==> config.mk <==
export PLATFORM = sky130hd
export DESIGN_NAME = utf8_to_ascii_transliterator
export DESIGN_NICKNAME = d
export VERILOG_FILES = /design/src/u2a_pkg.sv /design/src/utf8_to_ascii_transliterator.sv /design/src/u2a_decode.sv /design/src/u2a_outbuf.sv
export SDC_FILE = /design/constraint.sdc
export NUM_CORES = 1
export LEC_CHECK = 0
export BUFFER_PORTS_ARGS = -buffer_cell sky130_fd_sc_hd__buf_4
export CORE_ASPECT_RATIO = 0.5
export CORE_MARGIN = 2
export CORE_UTILIZATION = 30
export CTS_BUF_LIST = sky130_fd_sc_hd__clkbuf_4
export DETAILED_ROUTE_END_ITERATION = 10
export GPL_TIMING_DRIVEN = 0
export SLEW_MARGIN = 20
export SYNTH_ARGS = -nofsm -noshare
export SYNTH_HDL_FRONTEND = slang
export SYNTH_SLANG_ARGS = --single-unit
==> constraint.sdc <==
create_clock -name clk -period 16.2 [get_ports clk]
set_input_delay 1.62 -clock clk [delete_from_list [all_inputs] [get_ports clk]]
set_output_delay 1.62 -clock clk [all_outputs]
set_load 0.01 [all_outputs]
==> src/u2a_pkg.sv <==
// u2a_pkg: shared types, constants and the transliteration table for the
// UTF-8 to ASCII transliterator. No dependencies.
package u2a_pkg;

	localparam logic [15:0] CAP_RESET   = 16'd256;
	localparam logic [6:0]  CH_NUL      = 7'h00;
	localparam logic [6:0]  CH_QMARK    = 7'h3F;
	localparam logic [6:0]  CH_DOT      = 7'h2E;
	localparam logic [20:0] CP_ELLIPSIS = 21'h02026;

	// Decoder state carried from byte to byte
	typedef struct packed {
		logic [2:0]  total;   // pending sequence length, 0 = none
		logic [1:0]  seen;    // continuation bytes gathered
		logic [20:0] accum;   // code point bits so far
		logic [15:0] cw;      // characters written this string
		logic        full;    // output capacity reached
	} state_t;

	// Results produced for one input byte, entry 0 goes out first
	typedef struct packed {
		logic [3:0][6:0] chars;
		logic [2:0]      cnt;
		logic            last;  // final entry is the terminator
	} res_t;

	typedef struct packed {
		logic [1:0] len;   // 0 = no mapping
		logic [6:0] c0;
		logic [6:0] c1;
	} xlat_t;

	function automatic xlat_t xlat(input logic [20:0] cp);
		xlat_t r;
		r = '{len: 2'd0, c0: CH_QMARK, c1: CH_QMARK};
		unique case (cp)
			21'h000E4: r = '{len: 2'd2, c0: 7'h61, c1: 7'h65};  // ae
			21'h000C4: r = '{len: 2'd2, c0: 7'h41, c1: 7'h65};  // Ae
			21'h000F6: r = '{len: 2'd2, c0: 7'h6F, c1: 7'h65};  // oe
			21'h000D6: r = '{len: 2'd2, c0: 7'h4F, c1: 7'h65};  // Oe
			21'h000FC: r = '{len: 2'd2, c0: 7'h75, c1: 7'h65};  // ue
			21'h000DC: r = '{len: 2'd2, c0: 7'h55, c1: 7'h65};  // Ue
			21'h000DF: r = '{len: 2'd2, c0: 7'h73, c1: 7'h73};  // ss
			21'h02013,
			21'h02014: r = '{len: 2'd1, c0: 7'h2D, c1: CH_QMARK};
			21'h02018,
			21'h02019: r = '{len: 2'd1, c0: 7'h27, c1: CH_QMARK};
			21'h0201C,
			21'h0201D: r = '{len: 2'd1, c0: 7'h22, c1: CH_QMARK};
			default:   r = '{len: 2'd0, c0: CH_QMARK, c1: CH_QMARK};
		endcase
		return r;
	endfunction

endpackage

==> src/utf8_to_ascii_transliterator.sv <==
// utf8_to_ascii_transliterator: top level with input register, decoder
// state and capacity register. Depends on u2a_pkg, u2a_decode, u2a_outbuf.
//
// Takes a NUL-terminated UTF-8 string one byte per slave transaction and
// returns ASCII characters on the master stream, one per transaction.
// A byte is accepted into an input register, decoded combinationally and
// its results (zero to four characters) loaded into a result register, so
// the first character is offered on the master side from the result
// register once the byte has passed through both registers. Each byte that
// yields at most one character sustains one byte per cycle while m_tready
// stays high; a byte yielding more than one character holds the result
// register until the master side, which drains one character per cycle
// while m_tready is high, has taken all of them. Multi-byte sequences, the
// fourteen transliterated code points, broken-sequence '?' flushing and
// the capacity cut-off are handled as the string streams. A NUL byte
// flushes any pending sequence and, when out_capacity is nonzero, closes
// the string with a zero character marked by tlast. cfg_wdata is written
// to out_capacity (reset 256) whenever cfg_we is high; write it only while
// the block is idle.
module utf8_to_ascii_transliterator (
	input  logic        clk,
	input  logic        arst_n,
	input  logic        cfg_we,
	input  logic [15:0] cfg_wdata,   // out_capacity
	input  logic        s_tvalid,
	output logic        s_tready,
	input  logic [7:0]  s_tdata,     // [7:0] in_byte
	output logic        m_tvalid,
	input  logic        m_tready,
	output logic [7:0]  m_tdata,     // [6:0] out_char, [7] zero
	output logic        m_tlast      // end_of_string
);

	logic            valid_s1;
	logic [7:0]      byte_s1;
	logic [15:0]     cap_q;
	u2a_pkg::state_t st_q;
	u2a_pkg::state_t st_n;
	u2a_pkg::res_t   res;
	logic            can_load;
	logic            fire;

	// decode fires when the result register is free or frees this cycle
	assign fire = valid_s1 && can_load;
	assign s_tready = !valid_s1 || fire;

	always_ff @(posedge clk or negedge arst_n) begin
		if (!arst_n) begin
			valid_s1 <= 1'b0;
		end else if (s_tvalid && s_tready) begin
			valid_s1 <= 1'b1;
		end else if (fire) begin
			valid_s1 <= 1'b0;
		end
	end

	always_ff @(posedge clk) begin
		if (s_tvalid && s_tready)
			byte_s1 <= s_tdata;
	end

	always_ff @(posedge clk or negedge arst_n) begin
		if (!arst_n) begin
			cap_q <= u2a_pkg::CAP_RESET;
		end else if (cfg_we) begin
			cap_q <= cfg_wdata;
		end
	end

	always_ff @(posedge clk or negedge arst_n) begin
		if (!arst_n) begin
			st_q <= '0;
		end else if (fire) begin
			st_q <= st_n;
		end
	end

	u2a_decode u_decode (
		.in_byte (byte_s1),
		.cap     (cap_q),
		.st      (st_q),
		.st_n    (st_n),
		.res     (res)
	);

	u2a_outbuf u_outbuf (
		.clk      (clk),
		.arst_n   (arst_n),
		.load     (fire),
		.res      (res),
		.can_load (can_load),
		.m_tvalid (m_tvalid),
		.m_tready (m_tready),
		.m_tdata  (m_tdata),
		.m_tlast  (m_tlast)
	);

	// a zero character only ever closes a string
	a_nul_is_last: assert property (@(posedge clk) disable iff (!arst_n)
		m_tvalid && m_tdata[6:0] == u2a_pkg::CH_NUL |-> m_tlast)
		else $error("zero character without tlast");

	// pending sequence always has room for at least one more byte
	a_seq_bounds: assert property (@(posedge clk) disable iff (!arst_n)
		st_q.total != 3'd0 |-> ({1'b0, st_q.seen} + 3'd1 < st_q.total)
			&& (st_q.total == 3'd2 || st_q.total == 3'd3 || st_q.total == 3'd4))
		else $error("sequence counters out of range");

	// a NUL leaves the decoder fully cleared
	a_nul_clears: assert property (@(posedge clk) disable iff (!arst_n)
		fire && byte_s1 == 8'd0 |=> st_q == '0)
		else $error("state not cleared after NUL");

	// results of a decoded byte show up on the next cycle
	a_load_shows: assert property (@(posedge clk) disable iff (!arst_n)
		fire |=> m_tvalid == ($past(res.cnt) != 3'd0))
		else $error("result register load mismatch");

endmodule

==> src/u2a_decode.sv <==
// u2a_decode: combinational single-pass decode of one byte against the
// current state, with capacity clamping. Depends on u2a_pkg.
module u2a_decode (
	input  logic [7:0]      in_byte,
	input  logic [15:0]     cap,
	input  u2a_pkg::state_t st,
	output u2a_pkg::state_t st_n,
	output u2a_pkg::res_t   res
);

	logic [16:0] cw_p1;
	logic [16:0] cap17;
	logic [16:0] avail;
	logic        full_pre;
	logic [2:0]  n;
	logic [2:0]  k;
	logic [2:0]  pos;
	logic [2:0]  seen_new;
	logic [20:0] acc_new;
	logic [16:0] cw_next_p1;
	u2a_pkg::xlat_t x;

	assign cw_p1 = {1'b0, st.cw} + 17'd1;
	assign cap17 = {1'b0, cap};
	// room left before the terminator slot
	assign avail = (cw_p1 < cap17) ? (cap17 - cw_p1) : 17'd0;
	assign full_pre = st.full | (cw_p1 >= cap17);
	assign acc_new = {st.accum[14:0], in_byte[5:0]};
	assign seen_new = {1'b0, st.seen} + 3'd1;
	assign x = u2a_pkg::xlat(acc_new);

	always_comb begin
		st_n = st;
		res.chars = {4{u2a_pkg::CH_QMARK}};
		res.cnt = 3'd0;
		res.last = 1'b0;
		n = 3'd0;
		k = 3'd0;
		pos = 3'd0;
		cw_next_p1 = 17'd0;
		if (in_byte == 8'd0) begin
			// flush pending bytes as '?', then terminator if capacity is nonzero
			n = (st.total != 3'd0) ? seen_new : 3'd0;
			if (st.full)
				k = 3'd0;
			else
				k = ({14'd0, n} > avail) ? avail[2:0] : n;
			if (cap != 16'd0) begin
				res.chars[k[1:0]] = u2a_pkg::CH_NUL;
				res.cnt = k + 3'd1;
				res.last = 1'b1;
			end else begin
				res.cnt = k;
			end
			st_n = '0;
		end else if (full_pre) begin
			st_n.full = 1'b1;
		end else begin
			if (st.total != 3'd0 && in_byte[7:6] == 2'b10) begin
				if (seen_new + 3'd1 >= st.total) begin
					st_n.total = 3'd0;
					st_n.seen = 2'd0;
					st_n.accum = '0;
					if (acc_new == u2a_pkg::CP_ELLIPSIS) begin
						res.chars[0] = u2a_pkg::CH_DOT;
						res.chars[1] = u2a_pkg::CH_DOT;
						res.chars[2] = u2a_pkg::CH_DOT;
						n = 3'd3;
					end else if (x.len == 2'd0) begin
						n = 3'd1;
					end else begin
						res.chars[0] = x.c0;
						res.chars[1] = x.c1;
						n = {1'b0, x.len};
					end
				end else begin
					st_n.accum = acc_new;
					st_n.seen = seen_new[1:0];
				end
			end else begin
				// broken sequence: '?' for lead and each continuation
				if (st.total != 3'd0) begin
					pos = seen_new;
					st_n.total = 3'd0;
					st_n.seen = 2'd0;
					st_n.accum = '0;
				end
				n = pos;
				priority if (in_byte[7] == 1'b0) begin
					res.chars[pos[1:0]] = in_byte[6:0];
					n = pos + 3'd1;
				end else if (in_byte[7:5] == 3'b110) begin
					st_n.total = 3'd2;
					st_n.seen = 2'd0;
					st_n.accum = {16'd0, in_byte[4:0]};
				end else if (in_byte[7:4] == 4'b1110) begin
					st_n.total = 3'd3;
					st_n.seen = 2'd0;
					st_n.accum = {17'd0, in_byte[3:0]};
				end else if (in_byte[7:3] == 5'b11110) begin
					st_n.total = 3'd4;
					st_n.seen = 2'd0;
					st_n.accum = {18'd0, in_byte[2:0]};
				end else begin
					n = pos + 3'd1;  // stray byte
				end
			end
			k = ({14'd0, n} > avail) ? avail[2:0] : n;
			st_n.cw = st.cw + {13'd0, k};
			cw_next_p1 = {1'b0, st.cw} + {14'd0, k} + 17'd1;
			st_n.full = (cw_next_p1 >= cap17);
			res.cnt = k;
		end
	end

endmodule

==> src/u2a_outbuf.sv <==
// u2a_outbuf: result register holding up to four characters, shifted out
// one transaction per cycle while m_tready is high on the master stream. Depends on u2a_pkg.
module u2a_outbuf (
	input  logic          clk,
	input  logic          arst_n,
	input  logic          load,
	input  u2a_pkg::res_t res,
	output logic          can_load,
	output logic          m_tvalid,
	input  logic          m_tready,
	output logic [7:0]    m_tdata,   // [6:0] out_char, [7] zero
	output logic          m_tlast    // end_of_string
);

	logic [3:0][6:0] chars_q;
	logic            last_q;
	logic [2:0]      rem_q;
	logic [1:0]      rd_q;

	assign m_tvalid = (rem_q != 3'd0);
	assign m_tdata = {1'b0, chars_q[rd_q]};
	assign m_tlast = last_q && (rem_q == 3'd1);
	assign can_load = (rem_q == 3'd0) || (rem_q == 3'd1 && m_tready);

	always_ff @(posedge clk or negedge arst_n) begin
		if (!arst_n) begin
			rem_q <= 3'd0;
			rd_q <= 2'd0;
		end else if (load) begin
			rem_q <= res.cnt;
			rd_q <= 2'd0;
		end else if (m_tvalid && m_tready) begin
			rem_q <= rem_q - 3'd1;
			rd_q <= rd_q + 2'd1;
		end
	end

	always_ff @(posedge clk) begin
		if (load) begin
			chars_q <= res.chars;
			last_q <= res.last;
		end
	end

endmodule
== Yosys cells after proc, flatten, opt, wreduce, memory -nomap -nowiden ==
Index checks and enable logic that the tools add are counted.
Storage, ports and cells
  register bits after elaboration: 102
  bits in read-only memories: 0
  bits in writable memories: 0
  bits in latches: 0
  memories kept: 0
  word-level logic and storage cells: 142
Operators by class
  bitwise operators: 5
  eq/ne operators: 21
  $lt $le $gt $ge: 11
  reduce and logical (&&, ||, !) cells: 24
  multiplexer cells: 55
  shift operators: 0
  $mul: 0
  div/mod/pow operators: 0
  $add $sub $neg: 11
Operator list (number)
  case mux 16 bit (10 select lines): 1
  two-way mux 26 bit: 6
  == test 21 x 14 -> 1 bit, second input constant: 7
  == test 21 x 8 -> 1 bit, second input constant: 7
  two-way mux 3 bit: 21
  two-way mux 31 bit: 2
  inverter 24 bit: 2
  two-way mux 43 bit: 1
  two-way mux 21 bit: 2
  two-way mux 42 bit: 1
  >= comparator 17 x 16 -> 1 bit: 2
  > comparator 3 x 17 -> 1 bit: 2
  demux 7 bit (select 2 bit): 2
  two-way mux 14 bit: 2
  two-way mux 28 bit: 1
  two-way mux 7 bit: 4
  two-way mux 27 bit: 1
  OR 24 bit: 1
  two-way mux 23 bit: 1
  adder 16 x 1 -> 17 bit, second input constant: 1
  adder 16 x 3 -> 17 bit: 1
  adder 17 x 1 -> 17 bit, second input constant: 1
  < comparator 17 x 16 -> 1 bit: 1
  two-way mux 17 bit: 1
  other kinds (34): 56

== Depth between registers and ports, before layout ==
Gate-level depths: netlist (run 1).
  depth in word-level cells: 20
  depth in mapped cells: 40
  depth with buffers taken out: 38

== Hierarchy ==
A second synthesis (run 1) with hierarchy kept.
Second synthesis, totals
  cell total of the unflattened synthesis: 897
  area total of the unflattened synthesis: 8426.8 µm²
By module, submodules not included
  u2a_decode: sequential area each 0.0 µm², area each 4408.0 µm², instances 1, cells an instance 682
  utf8_to_ascii_transliterator: sequential area each 1742.9 µm², area each 2643.8 µm², instances 1, cells an instance 138
  u2a_outbuf: sequential area each 996.0 µm², area each 1375.1 µm², instances 1, cells an instance 77

== Worst setup path before layout (run 1) ==
No wires, ideal clock.
  path type: reg-to-reg
  from: register st_q[4] (netlist bit)
  to: register st_q[0] (netlist bit)
  stages on the path, launching flop included: 40
  buffers on the path: 4
  required time: 16.069 ns
  path slack: 9.515 ns
  arrival time: 6.554 ns
  clock period less this slack: 6.685 ns
  cell sequence: dfrtp_1 -> buf_2 -> and3_1 -> nand2_1 -> or2_2 -> clkbuf_1 -> xor2_1 -> ha_1 -> buf_2 -> and4_1 -> o21a_1 -> a21oi_1 -> o211a_4 -> nor2_1 -> nand2_1 -> ha_1 -> nor2b_1 -> o21ai_0 -> [... 4 more ...] -> a31oi_4 -> mux2i_2 -> inv_1 -> ha_1 -> inv_1 -> a21o_1 -> a21oi_1 -> or2_2 -> clkbuf_1 -> xnor2_1 -> ha_1 -> a21o_1 -> a21oi_1 -> o21ai_0 -> a221oi_1 -> nor2b_1 -> o211ai_1 -> a31oi_1
On the way
  cells in the longest elaborated chain, start to end: 10
  elaborated cells between the ends (all ways): 13
Ends and longest elaborated chain
  start: declaration: RTL line utf8_to_ascii_transliterator.sv:37  | u2a_pkg::state_t st_q;
  start signal: assignment: RTL line utf8_to_ascii_transliterator.sv:74  | st_q <= st_n;
  adder 16 x 1 -> 17 bit: RTL line u2a_decode.sv:23  | assign cw_p1 = {1'b0, st.cw} + 17'd1;
  subtractor 16 x 17 -> 17 bit or < comparator 17 x 16 -> 1 bit (tied branches): RTL line u2a_decode.sv:26  | assign avail = (cw_p1 < cap17) ? (cap17 - cw_p1) : 17'd0;
  two-way mux 17 bit: RTL line u2a_decode.sv:26
  > comparator 3 x 17 -> 1 bit: RTL line u2a_decode.sv:108  | k = ({14'd0, n} > avail) ? avail[2:0] : n;
  two-way mux 3 bit: RTL line u2a_decode.sv:108
  adder 16 x 3 -> 17 bit: RTL line u2a_decode.sv:110  | cw_next_p1 = {1'b0, st.cw} + {14'd0, k} + 17'd1;
  adder 17 x 1 -> 17 bit: RTL line u2a_decode.sv:110
  >= comparator 17 x 16 -> 1 bit: RTL line u2a_decode.sv:111  | st_n.full = (cw_next_p1 >= cap17);
  two-way mux 1 bit (*): RTL line u2a_decode.sv:56  | end else if (full_pre) begin
  two-way mux 43 bit (*): RTL line u2a_decode.sv:41  | if (in_byte == 8'd0) begin
Every way passes the cells marked *; elsewhere a longest branch is shown, timed or not.
A chain may end at the register's enable or synchronous reset.

== Worst setup path after layout (run 1) ==
  from: register st_q[5] (netlist bit)
  to: register st_q[0] (netlist bit)
Same word-level chain as after synthesis.

==> results of run 1 <==
==> final cells by class <==
cell class | instances | area [sq um]
fill | 2510 | 15800
clock buffer | 10 | 75.1
multi-input combinational | 631 | 4420
antenna | 1 | 2.50
sequential | 96 | 2590
clock inverter | 6 | 91.3
inverter | 50 | 189
tap | 336 | 420
buffer | 44 | 195
timing repair buffer | 38 | 285
==> logic make-up (layout without fill, tap and decap cells) <==
group           count (synthesis)  count (layout)  synth area share
fa+ha+maj                      62              62             0.108
simple gates                  289             289             0.203
mux                            14              14            0.0317
buf+inv                        94             148            0.0518
other cells                     1               2          0.000508
flops                          96              96             0.350
xor+xnor                       47              47            0.0557
compound gates                218             218             0.199
==> path summary, 6_finish.rpt <==
check	start	to	slack, ps	cells after the start
max	st_q[5]$_DFFE_PN0P_	st_q[0]$_DFFE_PN0P_	8170	39
min	st_q[29]$_DFFE_PN0P_	st_q[29]$_DFFE_PN0P_	530	1
max reg2reg	st_q[5]$_DFFE_PN0P_	st_q[0]$_DFFE_PN0P_	8170	39
min reg2reg	st_q[29]$_DFFE_PN0P_	st_q[29]$_DFFE_PN0P_	530	1
max in group asynchronous	arst_n	st_q[10]$_DFFE_PN0P_	14480	1
min in group asynchronous	arst_n	u_outbuf.rd_q[0]$_DFFE_PN0P_	1180	1
==> worst max-delay path, delay by kind of cell (launching register included) <==
kind	cells	cell delay, ps
xor gates and xnor gates	2	380
buffers and inverters	8	1000
AOI/OAI and AO/OA	15	2730
and+or+nand+nor	9	1990
muxes	1	350
DFF	1	360
adders and majority gates	4	1080
==> synthesized netlist by cell type (all sizes together) (6+ instances only) <==
cell	number
xor2	21
a22o	13
mux4	7
and3	10
a21o	16
and2	6
o21ai	62
buf	16
nor2b	9
nor2	73
nor4	20
a31oi	10
nand2b	10
xnor2	26
nand4	9
a21oi	58
nand3	28
nor3	13
edfxtp	37
inv	49
clkbuf	28
dfrtp	58
o21a	7
ha	59
nand2	81
==> state kept, by name (all words and copies together), names as in the netlist <==
| register | count |
|---|---|
| u_outbuf.rd_q | 2 |
| st_q | 37 |
| valid_s1 | 1 |
| u_outbuf.last_q | 1 |
| byte_s1 | 8 |
| cap_q | 16 |
| u_outbuf.rem_q | 3 |
| u_outbuf.chars_q | 28 |
==> metal layers <==
metal	wire length [um]	share of wire
met1	9730	0.50
met2	8610	0.44
met3	965	0.050
met4	179	0.0092
met5	0	0
==> power groups by stage <==
stage / Combinational, mW / Clock [mW] / Sequential, mW
floorplan: 0.598 / 0 / 0.344
global placement: 0.777 / 0 / 0.355
detailed placement: 0.795 / 0 / 0.356
CTS: 0.799 / 0.158 / 0.351
global route: 0.902 / 0.167 / 0.359
finish: 0.798 / 0.155 / 0.352
==> per-stage QoR <==
step	instance area, sq um	total power [mW]	cells	setup slack (ps)
CTS	8260	1.31	1211	8160
finish	8260	1.30	1212	8170
global route	8260	1.43	1212	7490
detailed placement	8090	1.15	1195	8200
floorplan	7390	0.941	821	9520
global placement	8090	1.13	1195	8240
==> flow_summary.ini, run 1 <==
[outcome]
outcome = finished clean

[clock_network]
tritoncts_num_sinks = 96
insertion_delay_ps = 500
postCtsSetupBuffers = 0
cts.htree.levels = 3
cts-buffers-inserted = 9
clock_tree_from_tritoncts = yes
clk_path_buf_depth = 2
cts.hold.buffers_added = 0
path_clk_slew_ps = 160
clk_root_buffer_cell = sky130_fd_sc_hd__clkbuf_4
postCtsResizedCells = 0

[worst_setup_path]
setup.worst_path.class = reg2reg
cp_data_arrival_time_ps = 8430
critical_path.slowest_cell = sky130_fd_sc_hd__dfrtp_1
max_stage_delay_ps = 360
timing.critical_path.from_type = flip-flop
crit_fanout = 8
crit_path_end_kind = flip-flop
critPathRequiredTime_ps = 16600

[power]
cellLeakagePower_nw = 3.35
power.internal_mw = 0.703
netSwitchingFraction = 0.461
switching_power_mw = 0.602
power.density_nw_per_um2 = 158
p_comb_frac = 0.612
share_clk_of_total_power = 0.119
vdd.ir_drop.worst_mv = 0.0654
register_share_of_total_power = 0.270

[timing]
final_max_slew_viol_count = 0
max_slew.worst_pin.slew_ps = 898
timing.final.hold_violations = 0
maxClockFrequency_mhz = 125
final.setup.tns_ps = 0
grt_setup_unrepaired = no
hold_slack_ps = 530
setup_viol = 0
fin_skew_ps = 24.5
slew-limit-headroom = 0.396
timing.final.crit_share = 0.496
finalWorstPathRequiredPeriod_ps = 8030

[placed_design]
gp_routability_congestion = 0.879
port_buffers = 38
dp_hpwl_um = 15200

[synth]
postSynthAreaPerCell_sq_um = 9.00
synth_enable_flop_cells = 37
netlist_top_cells_area = sky130_fd_sc_hd__dfrtp_1 (20%), sky130_fd_sc_hd__edfxtp_1 (15%), sky130_fd_sc_hd__ha_1 (10%)
synth_warnings = 0
synth_sequential_area_ratio = 0.350
synth_area_sq_um = 7390
yosys.area.top_type = sky130_fd_sc_hd__dfrtp_1
syn-instance-count = 821
yosys.cell_types.count = 93
synth_nets = 912
postSynth.topFlopCell = sky130_fd_sc_hd__dfrtp_1
async_reset_ff_frac = 0.615
synth_top_cell_area_share = 0.196
postSynthRegisterBits = 96

[global_route]
gr-usage-met2 = 0.248
largest_net_degree_at_the_start_of_global_routing = 60
grt.met3_usage = 0.0294
grt_pass1_vias = 6068
global_route.overflow_total = 0
grt_use_met1 = 0.224
antenna_violations_before_repair = 1
busiest_layer = met2
global_route.usage.total = 0.156
grt_first_pass_wirelength_um = 32100

[route]
dr.pass1.iters = 5
viasPerCell = 5.16
remaining_drc_errors = 0
detail_route.iter0.violations = 458
avgRoutedWirePerCell_um = 16.1
routed_wl_um = 19500
ant_nets = 0
detailroute.via_count = 6258

[cells_and_area]
layout-drive-gt1-share = 0.127
finalNetCount = 961
post_layout_util = 0.343
synthToLayoutAreaGrowth_pct = 11.9
layout_commonest_cell = sky130_fd_sc_hd__nand2_1
mostFrequentLayoutCells = sky130_fd_sc_hd__nand2_1 (81), sky130_fd_sc_hd__nor2_1 (73), sky130_fd_sc_hd__ha_1 (59)

[floorplanning]
die_height_um = 115
io_pins = 40
placement_row_count = 40
placeableCoreArea_sq_um = 24100
die-area_sq_um = 26000
dieWidth_um = 226
initial_utilization = 0.307

[flow_run]
number_of_max_capacitance_violations_reported = 0

[worst_hold_path]
hold_path.class = reg2reg
No activity file was read; power rests on OpenSTA's default activity.
==> run 2: changes to the inputs <==
==> constraint.sdc (replaced) <==
create_clock -name clk -period 7.5 [get_ports clk]
set_input_delay 0.75 -clock clk [delete_from_list [all_inputs] [get_ports clk]]
set_output_delay 0.75 -clock clk [all_outputs]
set_load 0.01 [all_outputs]
==> run 2 against run 1 <==
Against the previous run:
- final cell count shrank 0.17%
- core utilization grew 0.64 points
- worst setup slack lost 7800 ps
- total power grew 120%
- critical path type unchanged
==> flow_summary.ini, run 2 (synthesis gave the netlist of run 1 again) <==
[outcome]
outcome = finished clean

[clock_network]
clock_tree_from_tritoncts = yes
clk_root_buffer_cell = sky130_fd_sc_hd__clkbuf_4
cts.htree.levels = 3
cts.hold.buffers_added = 0
clk_path_buf_depth = 2
insertion_delay_ps = 490
cts-buffers-inserted = 9
path_clk_slew_ps = 160
tritoncts_num_sinks = 96

[flow_run]
number_of_max_capacitance_violations_reported = 0

[placed_design]
gp_routability_congestion = 0.879
dpl-instance-area_sq_um = 8090
dp_hpwl_um = 15200
port_buffers = 38

[power]
register_share_of_total_power = 0.262
switching_power_mw = 1.34
p_comb_frac = 0.623
share_clk_of_total_power = 0.115
cellLeakagePower_nw = 3.39
vdd.ir_drop.worst_mv = 0.147
power.density_nw_per_um2 = 346
netSwitchingFraction = 0.459
power.internal_mw = 1.57

[timing]
hold_slack_ps = 320
max_slew.worst_pin.slew_ps = 877
setup_viol = 0
finalWorstPathRequiredPeriod_ps = 7090
timing.final.hold_violations = 0
fin_skew_ps = 22.5
maxClockFrequency_mhz = 141
final_max_slew_viol_count = 0
timing.final.crit_share = 0.945
slew-limit-headroom = 0.410

[route]
detail_route.iter0.violations = 485
remaining_drc_errors = 0
met3WireLength_um = 1040
ant_nets = 0
avgRoutedWirePerCell_um = 16.3
wl_met1_um = 9760
highest_layer = met4
routed_wl_um = 19700
met2_wirelength_um = 8720
detailroute.via_count = 6300
viasPerCell = 5.21
dr.pass1.iters = 5

[worst_setup_path]
setup.worst_path.class = reg2reg
timing.rr.start = st_q[5]$_DFFE_PN0P_
critPathRequiredTime_ps = 7890
reg2reg_slack_ps = 410
crit_fanout = 8
path_delay_family = compound AO/OA/AOI/OAI gates
ff_to_ff_path_depth = 37
critical_path.slowest_cell = sky130_fd_sc_hd__fa_1
critical_path.reg2reg.endpoint = st_q[0]$_DFFE_PN0P_
max_stage_delay_ps = 440
critical_path.n_buffers_inverters = 6
crit_path_end_kind = flip-flop
cp_data_arrival_time_ps = 7480
timing.critical_path.from_type = flip-flop
cpMostUsedCell = sky130_fd_sc_hd__inv_1
critical_path_cell_count = 37

[cells_and_area]
layout-drive-gt1-share = 0.159
largest_register_ffs = 37
synthToLayoutAreaGrowth_pct = 13.9
top_register = st_q
layout_commonest_cell = sky130_fd_sc_hd__nand2_1
final_design_area_no_fill_sq_um = 8420
biggestRegsByFlops = st_q: 37 flops, u_outbuf.chars_q: 28 flops, cap_q: 16 flops
finalNetCount = 959
mostFrequentLayoutCells = sky130_fd_sc_hd__nand2_1 (79), sky130_fd_sc_hd__nor2_1 (70), sky130_fd_sc_hd__dfrtp_1 (56)

[floorplanning]
placement_row_count = 40
die-area_sq_um = 26000
placeableCoreArea_sq_um = 24100
dieWidth_um = 226
initial_utilization = 0.307
io_pins = 40
die_height_um = 115

[global_route]
grt_first_pass_wirelength_um = 32200
antenna_violations_before_repair = 1
largest_net_degree_at_the_start_of_global_routing = 60
global_route.usage.total = 0.157
grt_pass1_vias = 6072
global_route.overflow_total = 0

[worst_hold_path]
hold_path.class = in2async
[run 2: per-layer routing]
| layer | vias up | track usage |
|---|---|---|
| met4 | 0 | 0.0287 |
| met3 | 17 | 0.0302 |
| met2 | 163 | 0.249 |
| li1 | 3072 | - |
| met1 | 3048 | 0.224 |
| met5 | - | 0 |
[run 2: how the worst max path moves through the flow]
stage                     slack [ps]                 from                   to
after CTS                          1  st_q[4]$_DFFE_PN0P_  st_q[0]$_DFFE_PN0P_
final                            410  st_q[5]$_DFFE_PN0P_  st_q[0]$_DFFE_PN0P_
after detailed placement        -500  st_q[5]$_DFFE_PN0P_  st_q[0]$_DFFE_PN0P_
after floorplan                  820  st_q[4]$_DFFE_PN0P_  st_q[0]$_DFFE_PN0P_
after global placement          -460  st_q[4]$_DFFE_PN0P_  st_q[0]$_DFFE_PN0P_
after global routing              -2  st_q[4]$_DFFE_PN0P_  st_q[0]$_DFFE_PN0P_
[run 2: per-stage QoR]
step / setup slack (ps) / setup TNS (ps) / instances / utilization / total power, mW
after floorplan: 815 / 0 / 821 / - / 2.03
after global placement: -464 / -464 / 1195 / 0.336 / 2.45
after detailed placement: -500 / -500 / 1195 / 0.336 / 2.49
after CTS: 1.21 / 0 / 1212 / 0.345 / 2.87
after global routing: -2.20 / -2.20 / 1210 / 0.350 / 3.17
final: 411 / 0 / 1210 / 0.350 / 2.91
[run 2: layout make-up]
type / count / area [sq um]
well taps: 336 / 420
repair buffers: 43 / 323
flip-flops and latches: 96 / 2590
multi-input cells: 631 / 4550
plain buffers: 37 / 176
fillers: 2493 / 15700
diodes: 1 / 2.50
inverters: 50 / 189
clock buffers: 10 / 75.1
clock inverters: 6 / 91.3
[run 2: power by group through the flow]
stage | clock [mW] | sequential (mW) | combinational (mW)
2_1_floorplan | 0 | 0.743 | 1.29
3_3_place_gp | 0 | 0.767 | 1.68
3_5_place_dp | 0 | 0.769 | 1.72
4_1_cts | 0.340 | 0.759 | 1.77
5_1_grt | 0.361 | 0.776 | 2.04
6_report | 0.334 | 0.761 | 1.81
[run 2: timing repair]
action | in CTS | in global routing
setup endpoints to repair | 1 | 1
gates resized for setup | 12 | 24
hold endpoints to repair | 0 | 0
buffers inserted | 2 | 3
pin swaps | 2 | 6
==> run 3: changes to the inputs <==
--- a/config.mk
+++ b/config.mk
@@ -6,9 +6,8 @@
 export NUM_CORES = 1
 export LEC_CHECK = 0
 export BUFFER_PORTS_ARGS = -buffer_cell sky130_fd_sc_hd__buf_4
-export CORE_ASPECT_RATIO = 0.5
 export CORE_MARGIN = 2
-export CORE_UTILIZATION = 30
+export CORE_UTILIZATION = 40
 export CTS_BUF_LIST = sky130_fd_sc_hd__clkbuf_4
 export DETAILED_ROUTE_END_ITERATION = 10
 export GPL_TIMING_DRIVEN = 0
==> run 3 against run 2 <==
Against the previous run:
- clock-buffer cell count fell by 1
- via count down 1.8%
- wire length is 5.2% lower
- final area down 1.5%
- critical path type unchanged
- critical endpoint unchanged
==> flow_summary.ini, run 3 (synthesis gave the netlist of run 1 again) <==
[clock_network]
insertion_delay_ps = 490
tritoncts_num_sinks = 96
path_clk_slew_ps = 160
cts.htree.levels = 3
cts-buffers-inserted = 9
clock_tree_from_tritoncts = yes
clk_path_buf_depth = 2
clk_root_buffer_cell = sky130_fd_sc_hd__clkbuf_4

[cells_and_area]
mostFrequentLayoutCells = sky130_fd_sc_hd__nand2_1 (80), sky130_fd_sc_hd__nor2_1 (70), sky130_fd_sc_hd__a21oi_1 (56), sky130_fd_sc_hd__ha_1 (56), sky130_fd_sc_hd__dfrtp_1 (56)
post_layout_nonfiller_instances = 1109
biggestRegsByFlops = st_q: 37 flops, u_outbuf.chars_q: 28 flops, cap_q: 16 flops
layout_commonest_cell = sky130_fd_sc_hd__nand2_1
synthToLayoutAreaGrowth_pct = 12.3
top_register = st_q
finalNetCount = 965
largest_register_ffs = 37
post_layout_util = 0.460
final_design_area_no_fill_sq_um = 8290
num-fill-cells = 1780
layout-drive-gt1-share = 0.164

[worst_setup_path]
endpoint_of_the_most_critical_setup_path = st_q[0]$_DFFE_PN0P_
ff_to_ff_path_depth = 36
critical_path.slowest_cell = sky130_fd_sc_hd__ha_1
setup.worst_path.class = reg2reg
cpMostUsedCell = sky130_fd_sc_hd__ha_1
path_delay_family = compound AO/OA/AOI/OAI gates
crit_fanout = 8
crit_path_start = st_q[5]$_DFFE_PN0P_
max_stage_delay_ps = 380
critical_path_cell_count = 36
crit_path_end_kind = flip-flop
critical_path.reg2reg.endpoint = st_q[0]$_DFFE_PN0P_
timing.rr.start = st_q[5]$_DFFE_PN0P_
critical_path.n_buffers_inverters = 4
reg2reg_slack_ps = 420
cp_data_arrival_time_ps = 7450
critPathRequiredTime_ps = 7870
timing.critical_path.from_type = flip-flop

[global_route]
global_route.usage.total = 0.194
grt_use_met1 = 0.297
grt_first_pass_wirelength_um = 30600
grt.met3_usage = 0.0246
gr-usage-met2 = 0.293
largest_net_degree_at_the_start_of_global_routing = 60
grt_pass1_vias = 5859
global_route.overflow_total = 0
busiest_layer = met1
antenna_violations_before_repair = 1

[placed_design]
dp_hpwl_um = 14300
gp_routability_congestion = 0.877
dpl-instance-area_sq_um = 7960
dp.cells = 1088
port_buffers = 38
preCtsSetupSlack_ps = -471

[route]
dr.pass1.iters = 5
detailroute.via_count = 6188
remaining_drc_errors = 0
detail_route.iter0.violations = 491
ant_nets = 0
viasPerCell = 5.58
avgRoutedWirePerCell_um = 16.8
routed_wl_um = 18700

[power]
power.density_nw_per_um2 = 344
vdd.ir_drop.worst_mv = 0.159
power.total_mw = 2.86
cellLeakagePower_nw = 3.39

[floorplanning]
initial_utilization = 0.410
dieWidth_um = 140
die_height_um = 140
placement_row_count = 49
io_pins = 40
placeableCoreArea_sq_um = 18000
die-area_sq_um = 19600

[timing]
finalWorstPathRequiredPeriod_ps = 7080
maxClockFrequency_mhz = 141
final_max_slew_viol_count = 0
timing.final.hold_violations = 0
post-route-worst-setup-slack_ps = 418
final.setup.tns_ps = 0
slew-limit-headroom = 0.456
setup_viol = 0
max_slew.worst_pin.slew_ps = 809
hold_slack_ps = 310
timing.final.crit_share = 0.944
fin_skew_ps = 23.3

[outcome]
outcome = finished clean

[flow_run]
number_of_max_capacitance_violations_reported = 0

[worst_hold_path]
hold_path.class = in2async
-- run 3: changes by cell type in the layout (fill, tap and decap cells not counted), sizes merged --
cell,previous run,this run
clkinvlp,1,0
clkbuf,31,34
inv,50,54
bufinv,2,0
buf,59,61
-- run 3: power breakdown --
| group | total (mW) | switching (mW) | internal (mW) |
|---|---|---|---|
| Clock | 0.290 | 0.209 | 0.0810 |
| Sequential | 0.757 | 0.0773 | 0.680 |
| Combinational | 1.81 | 1.05 | 0.754 |
| Total | 2.86 | 1.34 | 1.52 |
-- run 3: what timing repair did --
| item | 4_1_cts | 5_1_grt |
|---|---|---|
| hold buffers | 0 | 0 |
| resized for setup | 8 | 25 |
| setup endpoints to repair | 1 | 1 |
| pin swaps | 1 | 7 |
| buffers inserted | 3 | 8 |
-- run 3: worst min path at each step --
stage	from	end	slack [ps]	cells past startpoint
floorplan	arst_n	cap_q[0]$_DFFE_PN0P_	450	0
global placement	st_q[31]$_DFFE_PN0P_	st_q[31]$_DFFE_PN0P_	500	1
finish	arst_n	st_q[9]$_DFFE_PN0P_	310	1
global route	arst_n	cap_q[10]$_DFFE_PN0P_	360	1
CTS	arst_n	st_q[30]$_DFFE_PN0P_	330	1
detailed placement	st_q[31]$_DFFE_PN0P_	st_q[31]$_DFFE_PN0P_	490	1
-- run 3: metal layers --
metal  part of all wire  wire length, um
met5                  0                0
met4              0.011              208
met3              0.033              624
met2               0.45             8410
met1               0.51             9430
-- run 3: worst reg2reg max path, delay by kind of cell, from the launching register on --
family,cells,cell delay [ps]
buf+inv,4,450
mux,1,350
fa+ha+maj,4,1350
flops,1,350
simple gates,10,1460
compound gates,15,2730
xor+xnor,2,300
-- run 3: final cells by class --
type | instances | area, sq um | share of cell area
clock buffers | 9 | 67.6 | 0.00815
well taps | 229 | 287 | 0.0346
inverters | 50 | 189 | 0.0228
clock inverters | 7 | 76.3 | 0.00920
plain buffers | 37 | 179 | 0.0216
diodes | 1 | 2.50 | 0.000302
flip-flops and latches | 96 | 2590 | 0.312
multi-input cells | 631 | 4530 | 0.547
repair buffers | 49 | 368 | 0.0444
